File: src/hw/rtl/wat_pkg.sv
`default_nettype none

package wat_pkg;

    typedef enum logic [1:0] {
        ACT_ADD     = 2'd0,
        ACT_REMOVE  = 2'd1,
        ACT_REFRESH = 2'd2,
        ACT_TICK    = 2'd3
    } action_t;

    localparam logic [1:0] STATUS_OK        = 2'd0;
    localparam logic [1:0] STATUS_FULL      = 2'd1;
    localparam logic [1:0] STATUS_NOT_FOUND = 2'd2;

    localparam logic KIND_DONE  = 1'b0;
    localparam logic KIND_FIRED = 1'b1;

    // Payload of one table slot, held in the slot memory
    typedef struct packed {
        logic [7:0] id;
        logic [4:0] hour;
        logic [5:0] minute;
        logic [6:0] days;
        logic       once;
    } slot_entry_t;

    // Commands from the controller to the datapath
    typedef struct packed {
        logic capture;  // take the input word, reset the scan
        logic rd;       // read the slot at the scan index
        logic eval;     // evaluate the slot just read, advance the scan
        logic write;    // commit an add to its chosen slot
        logic done;     // load the completion word
    } wat_cmd_t;

    // Status from the datapath to the controller
    typedef struct packed {
        logic skip;       // input word is a tick before any refresh
        logic is_add;     // word in progress is an add
        logic scan_last;  // scan index sits on the final slot
        logic out_free;   // output register can take a word this cycle
    } wat_sts_t;

    // Mask bit of the given weekday; weekday seven matches nothing
    function automatic logic today_bit(input logic [6:0] days, input logic [2:0] wday);
        logic r;
        r = 1'b0;
        if (wday != 3'd7)
        begin
            r = days[wday];
        end
        return r;
    endfunction

endpackage

`default_nettype wire

File: src/hw/rtl/weekly_alarm_table.sv
`default_nettype none

// Weekly alarm table. Holds TABLE_DEPTH alarms, each with an id, an hour and
// minute, a weekday mask (bit 0 is Sunday) and on, one-shot and armed-today
// flags. An input word carries one action: add (replace the alarm with the
// same id, else take the lowest free slot, arming it if today's mask bit is
// set; status 1 when the table is full), remove (turn the alarm off; status 2
// for an unknown id), refresh (store the date, free alarms that are off,
// re-arm the rest by weekday) or tick (refresh first on a change of day, then
// fire every armed, on alarm matching the hour and minute, in slot order).
// A tick before the first refresh does nothing. Every input word ends with
// one completion word (result_kind 0, last 1); a tick puts one fired word
// (result_kind 1, fired_id set, last 0) before it for each alarm fired.
// One word is handled at a time. Each word but a tick before the first
// refresh walks every slot through the single read port of the slot memory,
// a read step and an evaluate step per slot; an add then has a write step.
// The evaluate and completion steps wait while the output register holds a
// word not yet taken. The next word is taken while the completion word still
// waits in the output register. No clearing pass is needed after reset.
module weekly_alarm_table #(
    parameter int TABLE_DEPTH = 16
) (
    input  wire logic       clk,
    input  wire logic       rst_n,
    input  wire logic       in_valid,
    output logic            in_ready,
    input  wire logic [1:0] action,
    input  wire logic [7:0] alarm_tag,
    input  wire logic [4:0] alarm_hour,
    input  wire logic [5:0] alarm_minute,
    input  wire logic [6:0] weekday_mask,
    input  wire logic       alarm_enabled,
    input  wire logic       fire_once,
    input  wire logic [4:0] now_day,
    input  wire logic [2:0] now_weekday,
    input  wire logic [4:0] now_hour,
    input  wire logic [5:0] now_minute,
    output logic            out_valid,
    input  wire logic       out_ready,
    output logic            result_kind,
    output logic [7:0]      fired_id,
    output logic [1:0]      status,
    output logic            last
);
    import wat_pkg::*;

    wat_cmd_t cmd;
    wat_sts_t sts;

    // sequence the scan: capture, read and evaluate each slot, commit, complete
    wat_ctrl u_ctrl (
        .clk      (clk),
        .rst_n    (rst_n),
        .in_valid (in_valid),
        .in_ready (in_ready),
        .sts      (sts),
        .cmd      (cmd)
    );

    // slot flags, slot memory, date and output register
    wat_datapath #(
        .TABLE_DEPTH (TABLE_DEPTH)
    ) u_datapath (
        .clk           (clk),
        .rst_n         (rst_n),
        .cmd           (cmd),
        .sts           (sts),
        .action        (action),
        .alarm_tag     (alarm_tag),
        .alarm_hour    (alarm_hour),
        .alarm_minute  (alarm_minute),
        .weekday_mask  (weekday_mask),
        .alarm_enabled (alarm_enabled),
        .fire_once     (fire_once),
        .now_day       (now_day),
        .now_weekday   (now_weekday),
        .now_hour      (now_hour),
        .now_minute    (now_minute),
        .out_valid     (out_valid),
        .out_ready     (out_ready),
        .result_kind   (result_kind),
        .fired_id      (fired_id),
        .status        (status),
        .last          (last)
    );

endmodule

`default_nettype wire

File: src/hw/rtl/wat_ctrl.sv
`default_nettype none

module wat_ctrl (
    input  wire logic            clk,
    input  wire logic            rst_n,
    input  wire logic            in_valid,
    output logic                 in_ready,
    input  wire wat_pkg::wat_sts_t sts,
    output wat_pkg::wat_cmd_t    cmd
);
    import wat_pkg::*;

    typedef enum logic [2:0] {
        ST_IDLE,
        ST_READ,
        ST_EVAL,
        ST_WRITE,
        ST_DONE
    } state_t;

    state_t state_reg;
    state_t state_next;

    assign in_ready = (state_reg == ST_IDLE);

    always_comb
    begin
        state_next = state_reg;
        cmd        = '0;
        case (state_reg)
            ST_IDLE:
            begin
                if (in_valid)
                begin
                    cmd.capture = 1'b1;
                    state_next  = sts.skip ? ST_DONE : ST_READ;
                end
            end
            ST_READ:
            begin
                cmd.rd     = 1'b1;
                state_next = ST_EVAL;
            end
            ST_EVAL:
            begin
                // hold while the output register is still occupied
                if (sts.out_free)
                begin
                    cmd.eval = 1'b1;
                    if (sts.scan_last)
                    begin
                        state_next = sts.is_add ? ST_WRITE : ST_DONE;
                    end
                    else
                    begin
                        state_next = ST_READ;
                    end
                end
            end
            ST_WRITE:
            begin
                cmd.write  = 1'b1;
                state_next = ST_DONE;
            end
            ST_DONE:
            begin
                if (sts.out_free)
                begin
                    cmd.done   = 1'b1;
                    state_next = ST_IDLE;
                end
            end
            default:
            begin
                state_next = ST_IDLE;
            end
        endcase
    end

    always_ff @(posedge clk or negedge rst_n)
    begin
        if (!rst_n)
        begin
            state_reg <= ST_IDLE;
        end
        else
        begin
            state_reg <= state_next;
        end
    end

endmodule

`default_nettype wire

File: src/hw/rtl/wat_datapath.sv
`default_nettype none

module wat_datapath #(
    parameter int TABLE_DEPTH = 16
) (
    input  wire logic              clk,
    input  wire logic              rst_n,
    input  wire wat_pkg::wat_cmd_t cmd,
    output wat_pkg::wat_sts_t      sts,
    input  wire logic [1:0]        action,
    input  wire logic [7:0]        alarm_tag,
    input  wire logic [4:0]        alarm_hour,
    input  wire logic [5:0]        alarm_minute,
    input  wire logic [6:0]        weekday_mask,
    input  wire logic              alarm_enabled,
    input  wire logic              fire_once,
    input  wire logic [4:0]        now_day,
    input  wire logic [2:0]        now_weekday,
    input  wire logic [4:0]        now_hour,
    input  wire logic [5:0]        now_minute,
    output logic                   out_valid,
    input  wire logic              out_ready,
    output logic                   result_kind,
    output logic [7:0]             fired_id,
    output logic [1:0]             status,
    output logic                   last
);
    import wat_pkg::*;

    localparam int IW = (TABLE_DEPTH > 1) ? $clog2(TABLE_DEPTH) : 1;
    localparam logic [IW-1:0] LAST_IDX = IW'(TABLE_DEPTH - 1);

    // captured input word
    action_t     act_reg;
    slot_entry_t new_reg;
    logic        en_reg;
    logic [4:0]  nh_reg;
    logic [5:0]  nm_reg;
    logic        ref_reg;

    // scan
    logic [IW-1:0] idx_reg;
    slot_entry_t   rd_reg;
    logic          hit_reg;
    logic          hit_next;
    logic [IW-1:0] hit_idx_reg;
    logic [IW-1:0] hit_idx_next;
    logic          free_reg;
    logic          free_next;
    logic [IW-1:0] free_idx_reg;
    logic [IW-1:0] free_idx_next;

    // per-slot flags
    logic [TABLE_DEPTH-1:0] used_reg;
    logic [TABLE_DEPTH-1:0] used_next;
    logic [TABLE_DEPTH-1:0] on_reg;
    logic [TABLE_DEPTH-1:0] on_next;
    logic [TABLE_DEPTH-1:0] armed_reg;
    logic [TABLE_DEPTH-1:0] armed_next;

    // date
    logic       date_known_reg;
    logic [4:0] stored_day_reg;
    logic [2:0] stored_wd_reg;
    logic       date_load;

    // slot payload memory
    slot_entry_t mem [TABLE_DEPTH];

    // output register
    logic       out_valid_reg;
    logic       out_kind_reg;
    logic [7:0] out_id_reg;
    logic [1:0] out_status_reg;
    logic       out_last_reg;

    // evaluation of the slot at the scan index
    logic          used_i;
    logic          on_i;
    logic          armed_i;
    logic          id_match;
    logic          used_eff;
    logic          armed_eff;
    logic          fire;
    logic [IW-1:0] wr_idx;
    logic          wr_en;
    logic [1:0]    done_status;

    assign used_i   = used_reg[idx_reg];
    assign on_i     = on_reg[idx_reg];
    assign armed_i  = armed_reg[idx_reg];
    assign id_match = used_i && (rd_reg.id == new_reg.id);

    // a day change on a tick frees off alarms and re-arms by weekday first
    assign used_eff  = ref_reg ? (used_i && on_i) : used_i;
    assign armed_eff = ref_reg ? (used_eff && today_bit(rd_reg.days, stored_wd_reg)) : armed_i;
    assign fire      = used_eff && armed_eff && on_i
                       && (rd_reg.hour == nh_reg) && (rd_reg.minute == nm_reg);

    assign wr_idx = hit_reg ? hit_idx_reg : free_idx_reg;
    assign wr_en  = cmd.write && (hit_reg || free_reg);

    assign date_load = (action_t'(action) == ACT_REFRESH)
                       || ((action_t'(action) == ACT_TICK) && date_known_reg
                           && (now_day != stored_day_reg));

    assign sts.skip      = (action_t'(action) == ACT_TICK) && !date_known_reg;
    assign sts.is_add    = (act_reg == ACT_ADD);
    assign sts.scan_last = (idx_reg == LAST_IDX);
    assign sts.out_free  = !out_valid_reg || out_ready;

    always_comb
    begin
        case (act_reg)
            ACT_ADD:    done_status = (hit_reg || free_reg) ? STATUS_OK : STATUS_FULL;
            ACT_REMOVE: done_status = hit_reg ? STATUS_OK : STATUS_NOT_FOUND;
            default:    done_status = STATUS_OK;
        endcase
    end

    always_comb
    begin
        used_next     = used_reg;
        on_next       = on_reg;
        armed_next    = armed_reg;
        hit_next      = hit_reg;
        hit_idx_next  = hit_idx_reg;
        free_next     = free_reg;
        free_idx_next = free_idx_reg;
        if (cmd.capture)
        begin
            hit_next  = 1'b0;
            free_next = 1'b0;
        end
        if (cmd.eval)
        begin
            case (act_reg)
                ACT_ADD:
                begin
                    if (id_match && !hit_reg)
                    begin
                        hit_next     = 1'b1;
                        hit_idx_next = idx_reg;
                    end
                    if (!used_i && !free_reg)
                    begin
                        free_next     = 1'b1;
                        free_idx_next = idx_reg;
                    end
                end
                ACT_REMOVE:
                begin
                    if (id_match)
                    begin
                        hit_next         = 1'b1;
                        on_next[idx_reg] = 1'b0;
                    end
                end
                ACT_REFRESH:
                begin
                    used_next[idx_reg]  = used_i && on_i;
                    armed_next[idx_reg] = used_i && on_i
                                          && today_bit(rd_reg.days, stored_wd_reg);
                end
                ACT_TICK:
                begin
                    used_next[idx_reg]  = used_eff;
                    armed_next[idx_reg] = armed_eff && !fire;
                    if (fire && rd_reg.once)
                    begin
                        on_next[idx_reg] = 1'b0;
                    end
                end
                default:
                begin
                    used_next = used_reg;
                end
            endcase
        end
        if (wr_en)
        begin
            used_next[wr_idx]  = 1'b1;
            on_next[wr_idx]    = en_reg;
            armed_next[wr_idx] = today_bit(new_reg.days, stored_wd_reg);
        end
    end

    always_ff @(posedge clk or negedge rst_n)
    begin
        if (!rst_n)
        begin
            used_reg       <= '0;
            on_reg         <= '0;
            armed_reg      <= '0;
            hit_reg        <= 1'b0;
            hit_idx_reg    <= '0;
            free_reg       <= 1'b0;
            free_idx_reg   <= '0;
            idx_reg        <= '0;
            date_known_reg <= 1'b0;
            stored_day_reg <= '0;
            stored_wd_reg  <= '0;
            out_valid_reg  <= 1'b0;
        end
        else
        begin
            used_reg     <= used_next;
            on_reg       <= on_next;
            armed_reg    <= armed_next;
            hit_reg      <= hit_next;
            hit_idx_reg  <= hit_idx_next;
            free_reg     <= free_next;
            free_idx_reg <= free_idx_next;
            if (cmd.capture)
            begin
                idx_reg <= '0;
            end
            else if (cmd.eval && !sts.scan_last)
            begin
                idx_reg <= idx_reg + 1'b1;
            end
            if (cmd.capture && date_load)
            begin
                date_known_reg <= 1'b1;
                stored_day_reg <= now_day;
                stored_wd_reg  <= now_weekday;
            end
            if (cmd.done || (cmd.eval && (act_reg == ACT_TICK) && fire))
            begin
                out_valid_reg <= 1'b1;
            end
            else if (out_ready)
            begin
                out_valid_reg <= 1'b0;
            end
        end
    end

    // payload registers
    always_ff @(posedge clk)
    begin
        if (cmd.capture)
        begin
            act_reg        <= action_t'(action);
            new_reg.id     <= alarm_tag;
            new_reg.hour   <= alarm_hour;
            new_reg.minute <= alarm_minute;
            new_reg.days   <= weekday_mask;
            new_reg.once   <= fire_once;
            en_reg         <= alarm_enabled;
            nh_reg         <= now_hour;
            nm_reg         <= now_minute;
            ref_reg        <= (action_t'(action) == ACT_TICK) && date_load;
        end
        if (cmd.done)
        begin
            out_kind_reg   <= KIND_DONE;
            out_id_reg     <= '0;
            out_status_reg <= done_status;
            out_last_reg   <= 1'b1;
        end
        else if (cmd.eval && (act_reg == ACT_TICK) && fire)
        begin
            out_kind_reg   <= KIND_FIRED;
            out_id_reg     <= rd_reg.id;
            out_status_reg <= STATUS_OK;
            out_last_reg   <= 1'b0;
        end
    end

    // slot memory: one write port, one registered read port
    always_ff @(posedge clk)
    begin
        if (wr_en)
        begin
            mem[wr_idx] <= new_reg;
        end
        if (cmd.rd)
        begin
            rd_reg <= mem[idx_reg];
        end
    end

    assign out_valid   = out_valid_reg;
    assign result_kind = out_kind_reg;
    assign fired_id    = out_id_reg;
    assign status      = out_status_reg;
    assign last        = out_last_reg;

endmodule

`default_nettype wire

File: config.mk
export PLATFORM = sky130hd
export DESIGN_NAME = weekly_alarm_table
export DESIGN_NICKNAME = d
export VERILOG_FILES = /design/src/hw/rtl/wat_pkg.sv /design/src/hw/rtl/weekly_alarm_table.sv /design/src/hw/rtl/wat_ctrl.sv /design/src/hw/rtl/wat_datapath.sv
export SDC_FILE = /design/constraint.sdc
export NUM_CORES = 1
export LEC_CHECK = 0
export BUFFER_PORTS_ARGS = -buffer_cell sky130_fd_sc_hd__clkbuf_2
export CAP_MARGIN = 30
export CORE_MARGIN = 3
export CORE_UTILIZATION = 35
export DETAILED_ROUTE_END_ITERATION = 16
export HOLD_SLACK_MARGIN = 0.05
export REMOVE_ABC_BUFFERS = 1
export SETUP_SLACK_MARGIN = 0.2
export SLEW_MARGIN = 15
export SYNTH_ARGS = -nofsm -noshare
export SYNTH_HDL_FRONTEND = slang
export SYNTH_SLANG_ARGS = --single-unit
File: constraint.sdc
create_clock -name clk -period 4.6 [get_ports clk]
set_clock_uncertainty 0.15 [all_clocks]
set_input_delay 0.92 -clock clk [delete_from_list [all_inputs] [get_ports clk]]
set_output_delay 0.92 -clock clk [all_outputs]
set_load 0.01 [all_outputs]
==> results.py, run 1 <==
metrics = {
    "cts": {
        "post_cts.resized_instances": 0,
        "tritoncts_num_sinks": 588,
        "ctsHoldBuffers": 0,
        "clock_transition_time_at_the_flip_flop_clock_pins_of_the_worst_setup_and_hold_paths_ps": 60,
        "cts.root.buffer_cell": "sky130_fd_sc_hd__clkbuf_16",
        "cts_tree": "done",
        "clock_latency_ps": 630,
        "post_cts.repair.setup_buffers": 0,
        "cts.path.max_buffers": 3,
        "ctsHtreeMaxLevel": 2,
        "tritoncts.num_buffers": 58,
    },
    "yosys": {
        "synth.most_common_cell": "sky130_fd_sc_hd__edfxtp_1",
        "synthArstFlopShare_pct": 12.8,
        "combinational_family_with_the_most_area_after_synthesis": "multiplexers",
        "count_of_warnings_emitted_by_yosys": 0,
        "synth_area_in_simple_gates_pct": 3.78,
        "yosys.area.top_type": "sky130_fd_sc_hd__edfxtp_1",
        "synthCells": 1171,
        "synth_flop_cell": "sky130_fd_sc_hd__edfxtp_1",
        "synth-seq-area-share_pct": 74.2,
        "synth.cells.most_frequent": "503 x sky130_fd_sc_hd__edfxtp_1, 148 x sky130_fd_sc_hd__mux4_2, 75 x sky130_fd_sc_hd__dfrtp_1",
        "synth.top_cells.by_area": "sky130_fd_sc_hd__edfxtp_1 65%, sky130_fd_sc_hd__mux4_2 14%, sky130_fd_sc_hd__dfrtp_1 8.1%",
        "syn_avg_cell_area_um2": 19.8,
        "synth.mux.area_fraction_pct": 16.0,
        "ys_seq_elements": 588,
        "synth.distinct_cells": 60,
        "synth_enable_flop_cells": 503,
        "syn-cell-area_um2": 23200,
        "synth-adder-area-share_pct": 0.216,
        "synth_xor_area_share_pct": 0.983,
        "synth_largest_type_area_fraction_pct": 65.2,
        "synth_compound_area_share_pct": 3.25,
    },
    "floorplan": {
        "fp-row-count": 93,
        "die_area_um2": 69300,
        "die_width_um": 263,
        "start_util_pct": 35.7,
        "die_height_um": 263,
        "boundaryPins": 67,
        "core_um2": 64900,
    },
    "job": {
        "cap_violations": 0,
    },
    "timing": {
        "max-slew-margin-rel_pct": 40.6,
        "finalWorstPathRequiredPeriod_ps": 3390,
        "timing.final.max_slew_violations": 0,
        "final_hold_viol_count": 0,
        "final_min_period_over_clock_period_pct": 73.8,
        "final-setup-viol-count": 0,
        "fmaxAchievable_ghz": 0.295,
        "rsz_0062_raised_after_global_routing": "false",
        "hold_ws_ps": 148,
        "post-route-worst-setup-slack_ps": 1210,
        "worst_slew_pin_slew_ps": 889,
    },
    "worst_hold_path": {
        "hold_path.class": "in -> async",
    },
    "final_layout": {
        "n_antenna_cell": 0,
        "post_route_cells_drive_above_1_share_pct": 26.4,
        "filler_cell_count": 5763,
        "num-nets-final": 1325,
        "largest_register_ffs": 432,
        "area.growth.synth_to_final_pct": 14.0,
        "finish.instance_area_um2": 26400,
        "finish.cell_count_without_fillers": 2169,
    },
    "critical_path": {
        "worstReg2RegStart": "u_datapath.idx_reg[2]",
        "cp.required_ps": 4910,
        "critical_path.cell_chain": "nor2b_1, nand2_1, nand4_1, and3_1, o211a_2, o221ai_1",
        "worst-setup-path-type": "reg -> reg",
        "crit_start": "u_datapath.idx_reg[2]",
        "endpoint_kind": "flop",
        "critical_path.startpoint_type": "flop",
        "worst-path-buf-inv": 0,
        "crit_family": "simple AND/OR/NAND/NOR gates",
        "critical_path_arrival_ps": 3700,
        "setup.reg_to_reg.worst_slack_ps": 1210,
        "worstPathMaxFanout": 16,
        "critical-path-max-stage-delay_ps": 780,
        "cpMaxStageDelayCell": "sky130_fd_sc_hd__nor2b_1",
    },
    "global_route": {
        "gr-usage-all-layers_pct": 15.5,
        "antenna_found_initial": 1,
        "first_global_vias": 12200,
        "grt_first_pass_wirelength_mm": 80.6,
        "grt_overflow_total": 0,
        "grt_start_max_net_pins": 89,
    },
    "placement": {
        "globalplace.congestion": 0.824,
        "hpwlAfterDp_mm": 28.8,
        "placement.setup.worst_slack_ps": 1200,
        "placedCellCount": 2063,
        "portBuffers": 66,
        "placedInstanceArea_um2": 24600,
    },
    "drt": {
        "route.detailed.wl_per_inst_um": 25.0,
        "drc_errors": 0,
        "num_vias": 11600,
        "avgViaCountPerCell": 5.37,
        "drt_iter0_markers": 1015,
        "antenna_violating_nets_post_route": 0,
        "finalWirelength_mm": 54.1,
        "firstDrtPassIters": 5,
    },
    "power_and_ir_drop": {
        "power.ir.vdd_worst_mv": 0.296,
        "power_density_nw_per_um2": 513,
        "leakagePower_nw": 8.66,
    },
    "run_status": {
        "result_of_the_run": "finished, final reports clean",
    },
}
==> cells in the final DEF (no fill, tap or decap), drive strengths merged, types with 3 or more instances in the layout <==
| master | synthesis | final |
|---|---|---|
| a211oi | 4 | 4 |
| a21oi | 13 | 13 |
| a31oi | 26 | 26 |
| buf | 30 | 29 |
| bufinv | 0 | 5 |
| clkbuf | 27 | 142 |
| clkinv | 0 | 22 |
| dfrtp | 75 | 75 |
| dfxtp | 10 | 10 |
| edfxtp | 503 | 503 |
| ha | 4 | 4 |
| inv | 24 | 24 |
| mux2 | 13 | 13 |
| mux2i | 23 | 23 |
| mux4 | 148 | 148 |
| nand2 | 56 | 56 |
| nand2b | 8 | 8 |
| nand3 | 37 | 37 |
| nand3b | 7 | 7 |
| nand4 | 7 | 7 |
| nor2 | 31 | 31 |
| nor2b | 7 | 7 |
| nor3 | 4 | 4 |
| o211ai | 19 | 19 |
| o21ai | 27 | 27 |
| o221ai | 4 | 4 |
| o31ai | 3 | 3 |
| or3b | 4 | 4 |
| xnor2 | 21 | 21 |
| xor2 | 5 | 5 |
==> where the power goes <==
part / internal [mW] / switching (mW)
Clock: 2.65 / 1.97
Combinational: 0.964 / 1.08
Sequential: 6.36 / 0.530
==> worst reg2reg max path, delay by kind of cell, from the launching register on <==
family          cells  cell delay [ps]
simple gates        4             1630
compound gates      2              760
flops               1              700
==> per-stage QoR <==
stage / power (mW) / utilization (%) / TNS (ps)
floorplan: 8.41 / - / -205230
global placement: 9.02 / 37.8 / 0
detailed placement: 9.07 / 37.8 / 0
CTS: 13.7 / 40.7 / 0
global route: 14.1 / 40.7 / 0
finish: 13.6 / 40.7 / 0
==> layout make-up <==
type                       instances  area [um2]  area share (%)
multi-input combinational        502        5630            21.3
timing repair buffer              94         581            2.20
clock buffer                      77        1550            5.88
clock inverter                    29         308            1.16
sequential                       588       17200            65.1
tap                              855        1070            4.05
inverter                          24        90.1           0.341
==> path summary, 6_finish.rpt <==
| path | end | cells past startpoint |
|---|---|---|
| min reg2reg | u_datapath.last | 1 |
| min in group clk | u_datapath.new_reg[18] | 1 |
| min | u_datapath.stored_day_reg[0] | 1 |
| max | u_datapath.armed_reg[9] | 6 |
| max in group asynchronous | u_datapath.idx_reg[0] | 2 |
| max reg2reg | u_datapath.armed_reg[9] | 6 |
==> kinds of logic (layout without fill, tap and decap cells) <==
kind of cell,Yosys count,count (layout)
flops,588,588
mux,184,184
simple gates,175,175
compound gates,113,113
buf+inv,81,224
xor+xnor,26,26
fa+ha+maj,4,4
==> metal layers <==
layer  routed length, um  track usage, %  up-vias
met5                   0               0        -
met2               26700            25.7      400
met4                1290            4.56        0
met3                2970            2.20       83
li1                    -               -     4979
met1               23200            21.5     6183
Power figures use the tool's default switching activity.
==> run 2: changes to the inputs <==
==> constraint.sdc (replaced) <==
create_clock -name clk -period 3.15 [get_ports clk]
set_clock_uncertainty 0.15 [all_clocks]
set_input_delay 0.63 -clock clk [delete_from_list [all_inputs] [get_ports clk]]
set_output_delay 0.63 -clock clk [all_outputs]
set_load 0.01 [all_outputs]
==> results.py, run 2 (same netlist as run 1, synthesis figures left out) <==
metrics = {
    "power_and_ir_drop": {
        "power_density_nw_per_um2": 733,
        "p_int_mw": 14.8,
        "clock_power_share_pct": 34.6,
        "leakagePower_nw": 9.09,
        "p_comb_share_pct": 15.8,
        "seq_power_share_pct": 49.6,
        "power.ir.vdd_worst_mv": 0.475,
        "power_mw": 20.1,
        "netSwitchingFraction_pct": 26.1,
        "netSwitchingPower_mw": 5.25,
    },
    "timing": {
        "fmaxAchievable_ghz": 0.350,
        "timing.final.max_slew_violations": 0,
        "setup_total_negative_slack_ps": 0,
        "hold_ws_ps": 86.4,
        "final_hold_viol_count": 0,
        "max-slew-margin-rel_pct": 46.5,
        "final-setup-viol-count": 0,
        "worst_slew_pin_slew_ps": 802,
        "final_min_period_over_clock_period_pct": 90.6,
        "rsz_0062_raised_after_global_routing": "false",
        "post-route-worst-setup-slack_ps": 295,
        "finalWorstPathRequiredPeriod_ps": 2850,
    },
    "final_layout": {
        "finish.instance_area_um2": 27400,
        "num-nets-final": 1398,
        "final_cell_mix": "503 x sky130_fd_sc_hd__edfxtp_1, 148 x sky130_fd_sc_hd__mux4_2, 71 x sky130_fd_sc_hd__dfrtp_1",
        "post_route_cells_drive_above_1_share_pct": 28.2,
        "multi_input_area_um2": 5620,
        "largest_register_ffs": 432,
        "filler_cell_count": 5643,
        "n_antenna_cell": 0,
        "mostFrequentLayoutCell": "sky130_fd_sc_hd__edfxtp_1",
        "sequential_cell_area_um2": 17200,
        "area.growth.synth_to_final_pct": 18.2,
    },
    "cts": {
        "cts.path.max_buffers": 3,
        "cts_tree": "done",
        "post_cts.resized_instances": 0,
        "post_cts.repair.setup_buffers": 0,
        "cts.root.buffer_cell": "sky130_fd_sc_hd__clkbuf_16",
        "ctsHoldBuffers": 38,
        "tritoncts_num_sinks": 588,
        "clock_transition_time_at_the_flip_flop_clock_pins_of_the_worst_setup_and_hold_paths_ps": 60,
        "ctsHtreeMaxLevel": 2,
        "clock_latency_ps": 640,
        "tritoncts.num_buffers": 57,
    },
    "worst_hold_path": {
        "hold_path.class": "in -> reg",
        "hold_critical_path_depth": 1,
    },
    "global_route": {
        "grt_start_max_net_pins": 113,
        "antenna_found_initial": 0,
        "grt_overflow_total": 0,
        "first_global_vias": 12400,
        "gr-usage-all-layers_pct": 15.8,
        "grt_first_pass_wirelength_mm": 82.2,
    },
    "floorplan": {
        "boundaryPins": 67,
        "die_width_um": 263,
        "core_um2": 64900,
        "die_area_um2": 69300,
        "start_util_pct": 35.7,
        "die_height_um": 263,
        "fp-row-count": 93,
    },
    "critical_path": {
        "critical_path_arrival_ps": 3170,
        "cp.required_ps": 3460,
        "endpoint_kind": "flop",
        "worst_r2r_endpoint": "u_datapath.armed_reg[6]",
        "critical_path.startpoint_type": "flop",
        "crit_start": "u_datapath.idx_reg[1]",
        "ff_to_ff_path_depth": 5,
        "setup.worst_path.end": "u_datapath.armed_reg[6]",
        "worstPathMaxFanout": 112,
        "setup.reg_to_reg.worst_slack_ps": 300,
        "worstReg2RegStart": "u_datapath.idx_reg[1]",
        "worst-setup-path-type": "reg -> reg",
    },
    "placement": {
        "hpwlAfterDp_mm": 30.1,
        "placedInstanceArea_um2": 25100,
        "placement.setup.worst_slack_ps": 347,
        "globalplace.congestion": 0.823,
        "portBuffers": 66,
    },
    "drt": {
        "firstDrtPassIters": 6,
        "drc_errors": 0,
        "drt_iter0_markers": 1098,
        "avgViaCountPerCell": 5.34,
        "antenna_violating_nets_post_route": 0,
        "num_vias": 12000,
        "finalWirelength_mm": 54.8,
        "route.detailed.wl_per_inst_um": 24.5,
    },
    "run_status": {
        "result_of_the_run": "finished, final reports clean",
    },
    "job": {
        "cap_violations": 0,
    },
}
## run 2: worst min-delay path by stage
stage | slack, ps | start | to
after floorplan | 180 | rst_n | u_ctrl.state_reg[0]
after global placement | 310 | u_datapath.last | u_datapath.last
after detailed placement | 320 | u_datapath.last | u_datapath.last
after CTS | 50 | alarm_tag[2] | u_datapath.new_reg[21]
after global routing | 50 | alarm_tag[2] | u_datapath.new_reg[21]
final | 90 | alarm_tag[2] | u_datapath.new_reg[21]
## run 2: metrics by stage
stage / util (%) / instances
5_1_grt: 42.2 / 2242
3_5_place_dp: 38.6 / 2099
4_1_cts: 42.2 / 2242
2_1_floorplan: - / 1114
6_report: 42.2 / 2242
3_3_place_gp: 38.6 / 2099
## run 2: critical path, stage by stage (launching register included)
cell,delay [ps]
sky130_fd_sc_hd__dfrtp_4,610
sky130_fd_sc_hd__buf_12,540
sky130_fd_sc_hd__ha_1,660
sky130_fd_sc_hd__nand3_1,270
sky130_fd_sc_hd__a31oi_1,250
sky130_fd_sc_hd__o21ai_1,90
## run 2: final cells by class
cell class	count	share of cell area, %
clock inverters	30	1.40
inverters	24	0.329
clock buffers	75	5.67
flip-flops and latches	588	62.8
well taps	855	3.91
multi-input cells	502	20.5
repair buffers	168	5.41
## run 2: per-layer routing
| metal | up-vias | global-route usage (%) | share of wire (%) |
|---|---|---|---|
| met4 | 0 | 4.86 | 2.6 |
| met5 | - | 0 | 0 |
| met2 | 398 | 25.6 | 48 |
| met3 | 92 | 2.39 | 5.4 |
| li1 | 5125 | - | - |
| met1 | 6350 | 22.3 | 44 |
## run 2: power groups by stage
stage | registers, mW | clock network [mW] | logic, mW
after global placement | 10.1 | 0 | 3.16
after CTS | 9.97 | 7.15 | 3.21
final | 9.97 | 6.96 | 3.17
after floorplan | 10.1 | 0 | 2.16
after detailed placement | 10.1 | 0 | 3.17
after global routing | 10.0 | 7.46 | 3.42
